**config.mk**
```make
export PLATFORM = sky130hd
export DESIGN_NAME = utf8_stream_decoder
export DESIGN_NICKNAME = d
export VERILOG_FILES = /design/src/rtl/u8sd_pkg.sv /design/src/rtl/u8sd_front.sv /design/src/rtl/u8sd_queue.sv /design/src/rtl/u8sd_back.sv /design/src/rtl/utf8_stream_decoder.sv
export SDC_FILE = /design/constraint.sdc
export NUM_CORES = 1
export LEC_CHECK = 0
export BUFFER_PORTS_ARGS = -buffer_cell sky130_fd_sc_hd__buf_2
export CORE_ASPECT_RATIO = 0.75
export CORE_UTILIZATION = 60
export DETAILED_ROUTE_END_ITERATION = 8
export GPL_ROUTABILITY_DRIVEN = 0
export PLACE_DENSITY = 0.78
export RECOVER_POWER = 100
export SLEW_MARGIN = 20
export SYNTH_ARGS = -nofsm -noshare
export SYNTH_HDL_FRONTEND = slang
export SYNTH_SLANG_ARGS = --single-unit
export TNS_END_PERCENT = 100
```
**constraint.sdc**
```tcl
create_clock -name clk -period 5.69 [get_ports clk]
set_input_delay 0.569 -clock clk [delete_from_list [all_inputs] [get_ports clk]]
set_output_delay 0.569 -clock clk [all_outputs]
set_load 0.02 [all_outputs]
```
**src/rtl/u8sd_pkg.sv**
```systemverilog
// Shared types and constants for the UTF-8 stream decoder.
// No dependencies; every other file in rtl/ imports this package.
`timescale 1ns / 1ps

package u8sd_pkg;

  localparam int CP_W  = 21;
  localparam int RUN_W = 3;

  localparam logic [CP_W-1:0]  REPL_CP = 21'h00FFFD;

  // Lead and continuation byte prefixes after masking.
  localparam logic [2:0] LEAD2_PFX = 3'b110;
  localparam logic [3:0] LEAD3_PFX = 4'b1110;
  localparam logic [4:0] LEAD4_PFX = 5'b11110;
  localparam logic [1:0] CONT_PFX  = 2'b10;

  typedef struct packed {
    logic [7:0] text_byte;
    logic       end_of_text;
  } in_item_t;

  typedef struct packed {
    logic [CP_W-1:0] code_point;
    logic            replaced;
    logic            last_in_run;
  } out_item_t;

  // One byte's results: (count - 1) replacements followed by the tail result.
  typedef struct packed {
    logic [RUN_W-1:0] count;
    logic [CP_W-1:0]  tail_cp;
    logic             tail_rep;
  } run_t;

  typedef struct packed {
    logic empty;
    logic full;
  } q_status_t;

endpackage

```
**src/rtl/u8sd_front.sv**
```systemverilog
// Front end: classifies each byte, tracks the open sequence and emits a run descriptor.
// Depends on u8sd_pkg.
`timescale 1ns / 1ps

module u8sd_front import u8sd_pkg::*; (
  input  logic     clk,
  input  logic     rst_n,
  input  logic     accept,
  input  in_item_t item,
  output logic     run_valid,
  output run_t     run
);

  logic [1:0]      exp_r, exp_nxt;
  logic [1:0]      acc_r, acc_nxt;
  logic [CP_W-1:0] part_r, part_nxt;

  always_comb begin
    logic [7:0]       b;
    logic             eot;
    logic             take;
    logic [RUN_W-1:0] nrep;
    logic [CP_W-1:0]  cont_val;
    logic [1:0]       acc_cap;

    b        = item.text_byte;
    eot      = item.end_of_text;
    take     = 1'b0;
    nrep     = '0;
    cont_val = {part_r[CP_W-7:0], b[5:0]};
    acc_cap  = (acc_r > 2'd2) ? 2'd2 : acc_r;

    exp_nxt      = exp_r;
    acc_nxt      = acc_r;
    part_nxt     = part_r;
    run.count    = '0;
    run.tail_cp  = REPL_CP;
    run.tail_rep = 1'b1;

    if (exp_r != 2'd0) begin
      if (b[7:6] == CONT_PFX) begin
        if (({1'b0, acc_r} + 3'd1) >= {1'b0, exp_r}) begin
          run.count    = 3'd1;
          run.tail_cp  = cont_val;
          run.tail_rep = 1'b0;
          exp_nxt      = '0;
          acc_nxt      = '0;
          part_nxt     = '0;
        end else if (eot) begin
          run.count = 3'd1;
          exp_nxt   = '0;
          acc_nxt   = '0;
          part_nxt  = '0;
        end else begin
          acc_nxt  = acc_r + 2'd1;
          part_nxt = cont_val;
        end
      end else begin
        // Broken sequence: one replacement for the lead and one per continuation,
        // then the same byte is rescanned as a lead.
        nrep     = 3'd1 + {1'b0, acc_cap};
        exp_nxt  = '0;
        acc_nxt  = '0;
        part_nxt = '0;
        take     = 1'b1;
      end
    end else begin
      take = 1'b1;
    end

    if (take) begin
      if (!b[7]) begin
        run.count    = nrep + 3'd1;
        run.tail_cp  = {13'd0, b};
        run.tail_rep = 1'b0;
      end else if (b[7:5] == LEAD2_PFX || b[7:4] == LEAD3_PFX || b[7:3] == LEAD4_PFX) begin
        if (eot) begin
          run.count = nrep + 3'd1;
        end else begin
          run.count = nrep;
          acc_nxt   = '0;
          if (b[7:5] == LEAD2_PFX) begin
            exp_nxt  = 2'd1;
            part_nxt = {16'd0, b[4:0]};
          end else if (b[7:4] == LEAD3_PFX) begin
            exp_nxt  = 2'd2;
            part_nxt = {17'd0, b[3:0]};
          end else begin
            exp_nxt  = 2'd3;
            part_nxt = {18'd0, b[2:0]};
          end
        end
      end else begin
        run.count = nrep + 3'd1;
      end
    end

    if (eot) begin
      exp_nxt  = '0;
      acc_nxt  = '0;
      part_nxt = '0;
    end

    run_valid = accept && (run.count != '0);
  end

  always_ff @(posedge clk) begin
    if (!rst_n) begin
      exp_r  <= '0;
      acc_r  <= '0;
      part_r <= '0;
    end else if (accept) begin
      exp_r  <= exp_nxt;
      acc_r  <= acc_nxt;
      part_r <= part_nxt;
    end
  end

endmodule

```
**src/rtl/u8sd_queue.sv**
```systemverilog
// Small FIFO of run descriptors between the front and back ends.
// Depends on u8sd_pkg.
`timescale 1ns / 1ps

module u8sd_queue import u8sd_pkg::*; #(
  parameter int DEPTH = 4
) (
  input  logic      clk,
  input  logic      rst_n,
  input  logic      push,
  input  run_t      push_run,
  input  logic      pop,
  output run_t      head,
  output q_status_t status
);

  localparam int PTR_W = (DEPTH > 1) ? $clog2(DEPTH) : 1;
  localparam int CNT_W = $clog2(DEPTH + 1);
  localparam logic [PTR_W-1:0] LAST_PTR = PTR_W'(DEPTH - 1);
  localparam logic [CNT_W-1:0] FULL_CNT = CNT_W'(DEPTH);

  run_t             mem [DEPTH];
  logic [PTR_W-1:0] wr_ptr_r, wr_ptr_nxt;
  logic [PTR_W-1:0] rd_ptr_r, rd_ptr_nxt;
  logic [CNT_W-1:0] cnt_r, cnt_nxt;
  logic             do_push, do_pop;

  assign status.empty = (cnt_r == '0);
  assign status.full  = (cnt_r == FULL_CNT);
  assign do_push      = push && !status.full;
  assign do_pop       = pop && !status.empty;
  assign head         = mem[rd_ptr_r];

  always_comb begin
    wr_ptr_nxt = wr_ptr_r;
    rd_ptr_nxt = rd_ptr_r;
    cnt_nxt    = cnt_r;
    if (do_push) begin
      wr_ptr_nxt = (wr_ptr_r == LAST_PTR) ? '0 : wr_ptr_r + PTR_W'(1);
    end
    if (do_pop) begin
      rd_ptr_nxt = (rd_ptr_r == LAST_PTR) ? '0 : rd_ptr_r + PTR_W'(1);
    end
    if (do_push && !do_pop) begin
      cnt_nxt = cnt_r + CNT_W'(1);
    end else if (do_pop && !do_push) begin
      cnt_nxt = cnt_r - CNT_W'(1);
    end
  end

  always_ff @(posedge clk) begin
    if (!rst_n) begin
      wr_ptr_r <= '0;
      rd_ptr_r <= '0;
      cnt_r    <= '0;
    end else begin
      wr_ptr_r <= wr_ptr_nxt;
      rd_ptr_r <= rd_ptr_nxt;
      cnt_r    <= cnt_nxt;
    end
  end

  always_ff @(posedge clk) begin
    if (do_push) begin
      mem[wr_ptr_r] <= push_run;
    end
  end

endmodule

```
**src/rtl/u8sd_back.sv**
```systemverilog
// Back end: expands run descriptors into result beats held in an output register.
// Depends on u8sd_pkg.
`timescale 1ns / 1ps

module u8sd_back import u8sd_pkg::*; (
  input  logic      clk,
  input  logic      rst_n,
  input  run_t      head,
  input  logic      q_empty,
  output logic      q_pop,
  input  logic      out_pop,
  output logic      out_empty,
  output out_item_t out_data
);

  logic [RUN_W-1:0] rem_r, rem_nxt;
  logic [CP_W-1:0]  tail_cp_r;
  logic             tail_rep_r;
  logic             out_valid_r, out_valid_nxt;
  out_item_t        out_data_r, out_data_nxt;
  logic             load_out, emit;

  assign load_out = !out_valid_r || out_pop;
  assign emit     = load_out && (rem_r != '0);
  assign q_pop    = !q_empty && ((rem_r == '0) || (emit && rem_r == 3'd1));

  always_comb begin
    rem_nxt       = rem_r;
    out_valid_nxt = out_valid_r;
    out_data_nxt  = out_data_r;
    if (emit) begin
      rem_nxt       = rem_r - 3'd1;
      out_valid_nxt = 1'b1;
      if (rem_r == 3'd1) begin
        out_data_nxt = '{code_point: tail_cp_r, replaced: tail_rep_r, last_in_run: 1'b1};
      end else begin
        out_data_nxt = '{code_point: REPL_CP, replaced: 1'b1, last_in_run: 1'b0};
      end
    end else if (out_pop) begin
      out_valid_nxt = 1'b0;
    end
    if (q_pop) begin
      rem_nxt = head.count;
    end
  end

  always_ff @(posedge clk) begin
    if (!rst_n) begin
      rem_r       <= '0;
      out_valid_r <= 1'b0;
    end else begin
      rem_r       <= rem_nxt;
      out_valid_r <= out_valid_nxt;
    end
  end

  always_ff @(posedge clk) begin
    out_data_r <= out_data_nxt;
    if (q_pop) begin
      tail_cp_r  <= head.tail_cp;
      tail_rep_r <= head.tail_rep;
    end
  end

  assign out_empty = !out_valid_r;
  assign out_data  = out_data_r;

endmodule

```
**src/rtl/utf8_stream_decoder.sv**
```systemverilog
// Top level of the UTF-8 stream decoder: front end, descriptor queue and back end.
// Depends on u8sd_pkg, u8sd_front, u8sd_queue and u8sd_back.
//
//   channel   direction  handshake            beat payload
//   in_       input      in_push / in_full    in_item_t  {text_byte, end_of_text}
//   out_      output     out_empty / out_pop  out_item_t {code_point, replaced, last_in_run}
//
// One byte beat is taken per cycle while the descriptor queue has room.
// The back end gives one result beat per cycle while the output is empty or popped,
// so a byte with k results takes k output beats; the queue absorbs those bursts.
// Results pass from the queue through the back end's run registers into the output register.
// Reset (rst_n low, synchronous) closes any open sequence and empties the queue
// and output register. A long output stall fills the queue and raises in_full.
`timescale 1ns / 1ps

module utf8_stream_decoder import u8sd_pkg::*; #(
  parameter int QUEUE_DEPTH = 4
) (
  input  logic      clk,
  input  logic      rst_n,
  input  logic      in_push,
  output logic      in_full,
  input  in_item_t  in_data,
  output logic      out_empty,
  input  logic      out_pop,
  output out_item_t out_data
);

  logic      accept;
  logic      run_valid;
  run_t      front_run;
  run_t      q_head;
  logic      q_pop;
  q_status_t q_stat;

  // A byte is taken whenever the queue has a free slot. Bytes that produce no
  // result (a lead or a middle continuation) only update the sequence state.
  assign in_full = q_stat.full;
  assign accept  = in_push && !q_stat.full;

  u8sd_front u_front (
    .clk       (clk),
    .rst_n     (rst_n),
    .accept    (accept),
    .item      (in_data),
    .run_valid (run_valid),
    .run       (front_run)
  );

  u8sd_queue #(
    .DEPTH (QUEUE_DEPTH)
  ) u_queue (
    .clk      (clk),
    .rst_n    (rst_n),
    .push     (run_valid),
    .push_run (front_run),
    .pop      (q_pop),
    .head     (q_head),
    .status   (q_stat)
  );

  // The back end walks each descriptor: replacement beats first, then the tail.
  u8sd_back u_back (
    .clk       (clk),
    .rst_n     (rst_n),
    .head      (q_head),
    .q_empty   (q_stat.empty),
    .q_pop     (q_pop),
    .out_pop   (out_pop),
    .out_empty (out_empty),
    .out_data  (out_data)
  );

  // A non-replacement result can only be the tail of its run.
  a_plain_is_last: assert property (@(posedge clk) disable iff (!rst_n)
    (!out_empty && !out_data.replaced) |-> out_data.last_in_run)
    else $error("non-replacement result not marked last in run");

  // Within a run the next beat follows without a bubble.
  a_run_no_gap: assert property (@(posedge clk) disable iff (!rst_n)
    (!out_empty && out_pop && !out_data.last_in_run) |=> !out_empty)
    else $error("gap inside a run of results");

  // The front end never produces a descriptor into a full queue.
  a_no_overflow: assert property (@(posedge clk) disable iff (!rst_n)
    run_valid |-> !q_stat.full)
    else $error("descriptor pushed into full queue");

  // Reset leaves no result pending.
  a_reset_empty: assert property (@(posedge clk)
    !rst_n |=> (out_empty && q_stat.empty))
    else $error("results pending after reset");

endmodule
```
==> results of run 1 <==
power by group through the flow:
stage                     Sequential (mW)  Clock (mW)  Combinational, mW
after detailed placement             1.82           0              0.811
after CTS                            1.80        1.12              0.813
after global routing                 1.83        1.17              0.852
after floorplan                      1.86           0              0.533
after global placement               1.81           0              0.787
final                                1.80        1.10              0.769
synthesized netlist by cell type (2+ instances only):
cell | number | area (µm²)
a22oi_1 | 16 | 120
or2_1 | 2 | 12.5
xor2_1 | 3 | 26.3
mux2i_1 | 3 | 30.0
inv_1 | 18 | 67.6
fa_1 | 2 | 40.0
dfxtp_1 | 32 | 641
a21oi_1 | 10 | 50.1
edfxtp_1 | 145 | 4350
o211ai_1 | 3 | 22.5
nand3_1 | 3 | 15.0
or3_1 | 5 | 31.3
mux4_2 | 25 | 563
ha_1 | 15 | 188
nor2_2 | 2 | 12.5
nand2b_1 | 27 | 169
a32oi_1 | 3 | 26.3
nor3_1 | 4 | 20.0
a211oi_1 | 6 | 45.0
clkbuf_1 | 9 | 33.8
and2_1 | 12 | 75.1
buf_2 | 6 | 30.0
nor2b_1 | 5 | 31.3
o21ai_0 | 8 | 40.0
o21a_1 | 9 | 67.6
o31ai_1 | 2 | 15.0
and3_1 | 3 | 18.8
nor2_1 | 26 | 97.6
nor3_2 | 2 | 20.0
nand2_1 | 11 | 41.3
kinds of logic (layout without fill, tap and decap cells):
family	count (synthesis)	count (layout)	share of synthesized area, %
DFF	177	177	70.3
and+or+nand+nor	107	107	8.40
AOI/OAI and AO/OA	65	65	6.69
buffers and inverters	37	96	2.22
muxes	30	30	8.70
adders and majority gates	17	17	3.20
xor gates and xnor gates	4	4	0.493
critical path, delay by kind of cell (launching register included):
| family | cells | cell delay [ns] |
|---|---|---|
| DFF | 1 | 0.45 |
| and+or+nand+nor | 2 | 0.68 |
| buffers and inverters | 2 | 1.32 |
| adders and majority gates | 2 | 0.45 |
| AOI/OAI and AO/OA | 2 | 0.40 |
| muxes | 1 | 0.44 |
sequential cells by signal, indices dropped and copies added, names as in the netlist, named ones only:
register            cells
u_back.out_valid_r      1
u_front.exp_r           2
u_back.tail_cp_r       21
u_front.part_r         15
u_back.rem_r            3
u_queue.mem           100
u_queue.rd_ptr_r        2
u_front.acc_r           2
u_queue.wr_ptr_r        2
u_back.tail_rep_r       1
u_queue.cnt_r           3
u_back.out_data        23
path summary, 6_finish.rpt:
path                                            to  slack [ns]  cells after the start
worst min register to register  u_front.part_r[11]        0.49                      2
worst max register to register   u_queue.mem[1][5]        1.52                      9
worst max-delay path             u_queue.mem[1][5]        1.52                      9
worst min-delay path             u_front.part_r[2]        0.43                      3
cells in the final DEF (no fill, tap or decap), types with 5 or more instances in the layout:
| cell type | instances |
|---|---|
| mux4_2 | 25 |
| o21ai_0 | 8 |
| a22oi_1 | 16 |
| edfxtp_1 | 145 |
| nor2b_1 | 5 |
| o21a_1 | 9 |
| a21oi_1 | 9 |
| nand2b_1 | 27 |
| nand2_1 | 11 |
| and2_0 | 10 |
| buf_2 | 12 |
| clkbuf_1 | 33 |
| dfxtp_1 | 32 |
| inv_1 | 18 |
| nor2_1 | 27 |
| nor3_1 | 5 |
| or3_1 | 5 |
| ha_1 | 15 |
| clkbuf_16 | 17 |
final cells by class:
cell class                 instances  area share, %
clock buffer                      18           5.37
clock inverter                    14           1.69
timing repair buffer              45           2.35
tap                              162           2.53
sequential                       177           62.5
inverter                          19          0.892
multi-input combinational        223           24.7
layer usage:
metal / vias up / global-route usage [%]
met2: 118 / 35.1
li1: 1756 / -
met1: 1896 / 31.1
met5: - / 0
met3: 17 / 5.45
met4: 0 / 7.94
==> metrics.csv, run 1 <==
metric,value,unit
status,"complete, but fails checks",
failing checks,"max-capacitance violations, max-slew violations",
row cnt,34,
Routed WL per cell,18.8,µm
"CTS clk-pin slew, worst paths",0.06,ns
fin area,8000,µm²
die width,128,µm
Worst Tran Pin Value,1.66,ns
multi-input logic area,1980,µm²
Syn. warnings,0,
Detail Route Antenna Nets,0,
Hold Path Origin,in_data[3],
Final TNS setup,0,ns
Crit. End Element,flop,
final hold violations,0,
Synth Cell Area,7110,µm²
H-tree depth,4,
cells along the critical path,inv_1 -> ha_1 -> nor3_1 -> ha_1 -> o31ai_1 -> mux2i_1 -> nor2_1 -> a211oi_4 -> clkbuf_1,
sequential element share of the synthesized area,70.3,%
Layout Utilization,69.1,%
cell count after synthesis,437,
antenna violations before repair,0,
CTS buffer count,17,
RSZ-0062 raised after global routing,no,
Ports,38,
fin crit period,4.17,ns
final wirelength,12300,µm
Finish-stage setup viols,0,
Max-Cap Viols,4,
post-route insts no fill,658,
GRT Util Overall,22.4,%
layout net count,513,
syn_area_per_cell,16.3,µm²
vias in the first global route,3669,
dpl cells,626,
Setup Slack @ Placement,1.88,ns
slowest stage cell on the critical path,clkbuf_1,
Worst Hold Class,input pin to flop,
Area after DPL,7520,µm²
via density per instance,5.76,
sequential cell area,4990,µm²
top layer in use,met4,
Die Span Y,96.2,µm
post-synthesis async set-or-reset flop share,0,%
vias,3787,
DRT iter0 DRCs,352,
NetSw,1.05,mW
hold slack,0.428,ns
area grow syn2layout,12.6,%
setup ws final,1.52,ns
PD cells,459,nW/µm²
Crit Path Max Fanout,25,
Die ar.,12300,µm²
CTS sink count,177,
post-DP HPWL,7680,µm
Starting Density,61.4,%
Tot Pwr,3.67,mW
power share of the clock group,30.1,%
worst setup path class,flop to flop,
Post-Syn Nets,467,
pin count of the biggest net entering global routing,32,
"FF+latch count, synth",177,
unique cell type count in the Yosys netlist,50,
FF-to-FF Start,u_front.acc_r[1],
CTS Buffer Depth,2,
Critical Path Start Type,flop,
Peak Freq,240,MHz
total congestion overflow,0,
router iterations before antenna repair,5,
worst skew pair latency,0.42,ns
first-pass GRT wire length,19800,µm
Metal-1 WL,5550,µm
# DRC,0,
share of power burned in registers,49.0,%
Root Driver,clkbuf_16,
filler instances,778,
Slew Limit Headroom,-10.8,%
Ant. Diodes,0,
setup repair bufs after CTS,0,
cell-internal power,2.62,mW
share of cells above drive strength 1,16.3,%
PostCTS Resize Cnt,0,
Core ar.,11600,µm²
ys flop type,edfxtp_1,
Post-CTS Hold Buffers,0,
Logic pwr share,20.9,%
DR WL met3,726,µm
Critical Path AT,4.19,ns
CP required,5.71,ns
met2 wire length,5930,µm
I/O Buffers,37,
worst vdd ir,0.000275,V
CP startpoint,u_front.acc_r[1],
Final period util,73.4,%
Leakage Power,2.60,nW
Sw Share,28.7,%
"Largest stage delay, worst path",1.22,ns
Fin Clk Skew,0.00837,ns
Post-synth EDFFs,145,
Most common cell on crit path,ha_1,
max-slew violations,104,
CTS tree,yes,
No activity file was read; power rests on OpenSTA's default activity.
==> inputs of run 2 (changes only) <==
CORE_UTILIZATION = 55   (was 60)
PLACE_DENSITY = 0.76   (was 0.78)
clock period = 3.65 ns   (was 5.69 ns; I/O delays follow)
==> metrics.csv, run 2 (same netlist as run 1, synthesis figures left out) <==
metric,value,unit
final hold violations,0,
most frequent cells in the layout,"edfxtp_1, clkbuf_1, dfxtp_1",
max reg flops,100,
setup repair bufs after CTS,0,
PD cells,711,nW/µm²
status,"complete, but fails checks",
pin count of the biggest net entering global routing,32,
router iterations before antenna repair,4,
Tot Pwr,5.70,mW
Die Span Y,100,µm
first-pass GRT wire length,19900,µm
fin crit period,3.38,ns
filler instances,910,
final wirelength,12400,µm
post-route insts no fill,667,
area grow syn2layout,12.7,%
Routed WL per cell,18.5,µm
Setup Slack @ Placement,0.219,ns
Reg with most FFs,u_queue.mem,
sequential cell area,4990,µm²
Leakage Power,2.61,nW
RSZ-0062 raised after global routing,no,
Peak Freq,296,MHz
Ports,38,
die width,133,µm
"leading cell type in the layout, fill and taps excluded",edfxtp_1,
setup ws final,0.270,ns
multi-input logic area,1970,µm²
vias,3769,
Final period util,92.6,%
vias in the first global route,3777,
post-DP HPWL,7640,µm
Worst Setup EP,u_queue.cnt_r[2],
dpl cells,635,
DRT iter0 DRCs,253,
Hold Path Origin,in_data[3],
CTS Buffer Depth,2,
power share of the clock group,29.3,%
Crit Path Max Fanout,8,
Sw Share,28.4,%
Detail Route Antenna Nets,0,
Final TNS setup,0,ns
CP startpoint,u_front.acc_r[1],
GRT Util Overall,20.5,%
FF-to-FF Start,u_front.acc_r[1],
Slew Limit Headroom,-47.9,%
share of cells above drive strength 1,16.6,%
Fin Clk Skew,0.00884,ns
R2R cell count,14,
worst skew pair latency,0.42,ns
failing checks,"max-capacitance violations, max-slew violations",
Ant. Diodes,0,
max-slew violations,26,
Worst Tran Pin Value,2.22,ns
H-tree depth,4,
"CTS clk-pin slew, worst paths",0.07,ns
I/O Buffers,37,
antenna violations before repair,0,
share of power burned in registers,48.6,%
FF-to-FF setup slack,0.27,ns
hold slack,0.234,ns
cell-internal power,4.08,mW
CTS sink count,177,
Logic pwr share,22.1,%
row cnt,35,
total congestion overflow,0,
worst vdd ir,0.000398,V
layout net count,518,
NetSw,1.62,mW
CTS buffer count,17,
worst setup path class,flop to flop,
Core ar.,12400,µm²
Critical Path AT,3.72,ns
Max-Cap Viols,1,
Critical Path Start Type,flop,
# DRC,0,
Crit. End Element,flop,
CP required,3.99,ns
Root Driver,clkbuf_16,
Finish-stage setup viols,0,
Worst Hold Class,input pin to flop,
CTS tree,yes,
Die ar.,13400,µm²
r2r endpoint,u_queue.cnt_r[2],
via density per instance,5.65,
Starting Density,57.1,%
==> run 2: cell count changes in the layout (fill, tap and decap cells not counted), moves of 2 or more <==
| cell | before | now |
|---|---|---|
| clkbuf_2 | 0 | 4 |
| clkinv_4 | 3 | 0 |
| clkinv_1 | 1 | 3 |
| clkinvlp_4 | 3 | 5 |
==> run 2: how the worst min path moves through the flow <==
stage                     endpoint  slack [ns]  depth (start not counted)
2_1_floorplan                 flop        0.45                          2
3_3_place_gp                  flop        0.46                          2
3_5_place_dp   u_queue.rd_ptr_r[1]        0.47                          2
4_1_cts          u_front.part_r[2]        0.22                          3
5_1_grt          u_front.part_r[2]        0.25                          3
6_report         u_front.part_r[2]        0.23                          3
==> run 2: final cells by class <==
cell class,count,area share [%]
repair buffers,50,2.69
clock buffers,18,5.36
multi-input cells,223,24.6
inverters,19,0.891
clock inverters,14,1.44
well taps,166,2.59
flip-flops and latches,177,62.4
==> run 2: repair_timing <==
item,4_1_cts,5_1_grt
gates resized for setup,0,1
setup endpoints to repair,0,1
hold buffers,0,0
==> run 2: power by group through the flow <==
stage          Combinational (mW)  Sequential (mW)  Clock, mW
6_report                     1.26             2.77       1.67
3_3_place_gp                 1.29             2.79          0
2_1_floorplan               0.831             2.90          0
3_5_place_dp                 1.33             2.80          0
4_1_cts                      1.33             2.76       1.70
5_1_grt                      1.39             2.80       1.79
==> run 2: critical path: stages, from the launching register on <==
cell and delay [ns]:
dfxtp_1 0.44, inv_1 0.10, ha_1 0.23, nor3_1 0.35
ha_1 0.22, o31ai_1 0.12, mux2i_4 0.27, nor2_1 0.09
a21oi_1 0.16, ha_1 0.20, inv_1 0.07, fa_1 0.43
xor2_1 0.17, or3_1 0.31, a21oi_1 0.14
==> run 2: through the flow <==
| stage | utilization (%) | area [µm²] |
|---|---|---|
| final | 64.4 | 8010 |
| after global routing | 64.4 | 8010 |
| after CTS | 65.2 | 8110 |
| after detailed placement | 60.8 | 7560 |
| after global placement | 60.8 | 7560 |
| after floorplan | - | 7110 |
==> run 2: layer usage <==
metal	GRT usage [%]	wire [µm]	share of wire, %	up-vias
li1	-	-	-	1758
met1	27.4	5670	46	1898
met2	32.3	5890	48	105
met3	4.34	637	5.2	8
met4	10.7	161	1.3	0
met5	0	0	0	-
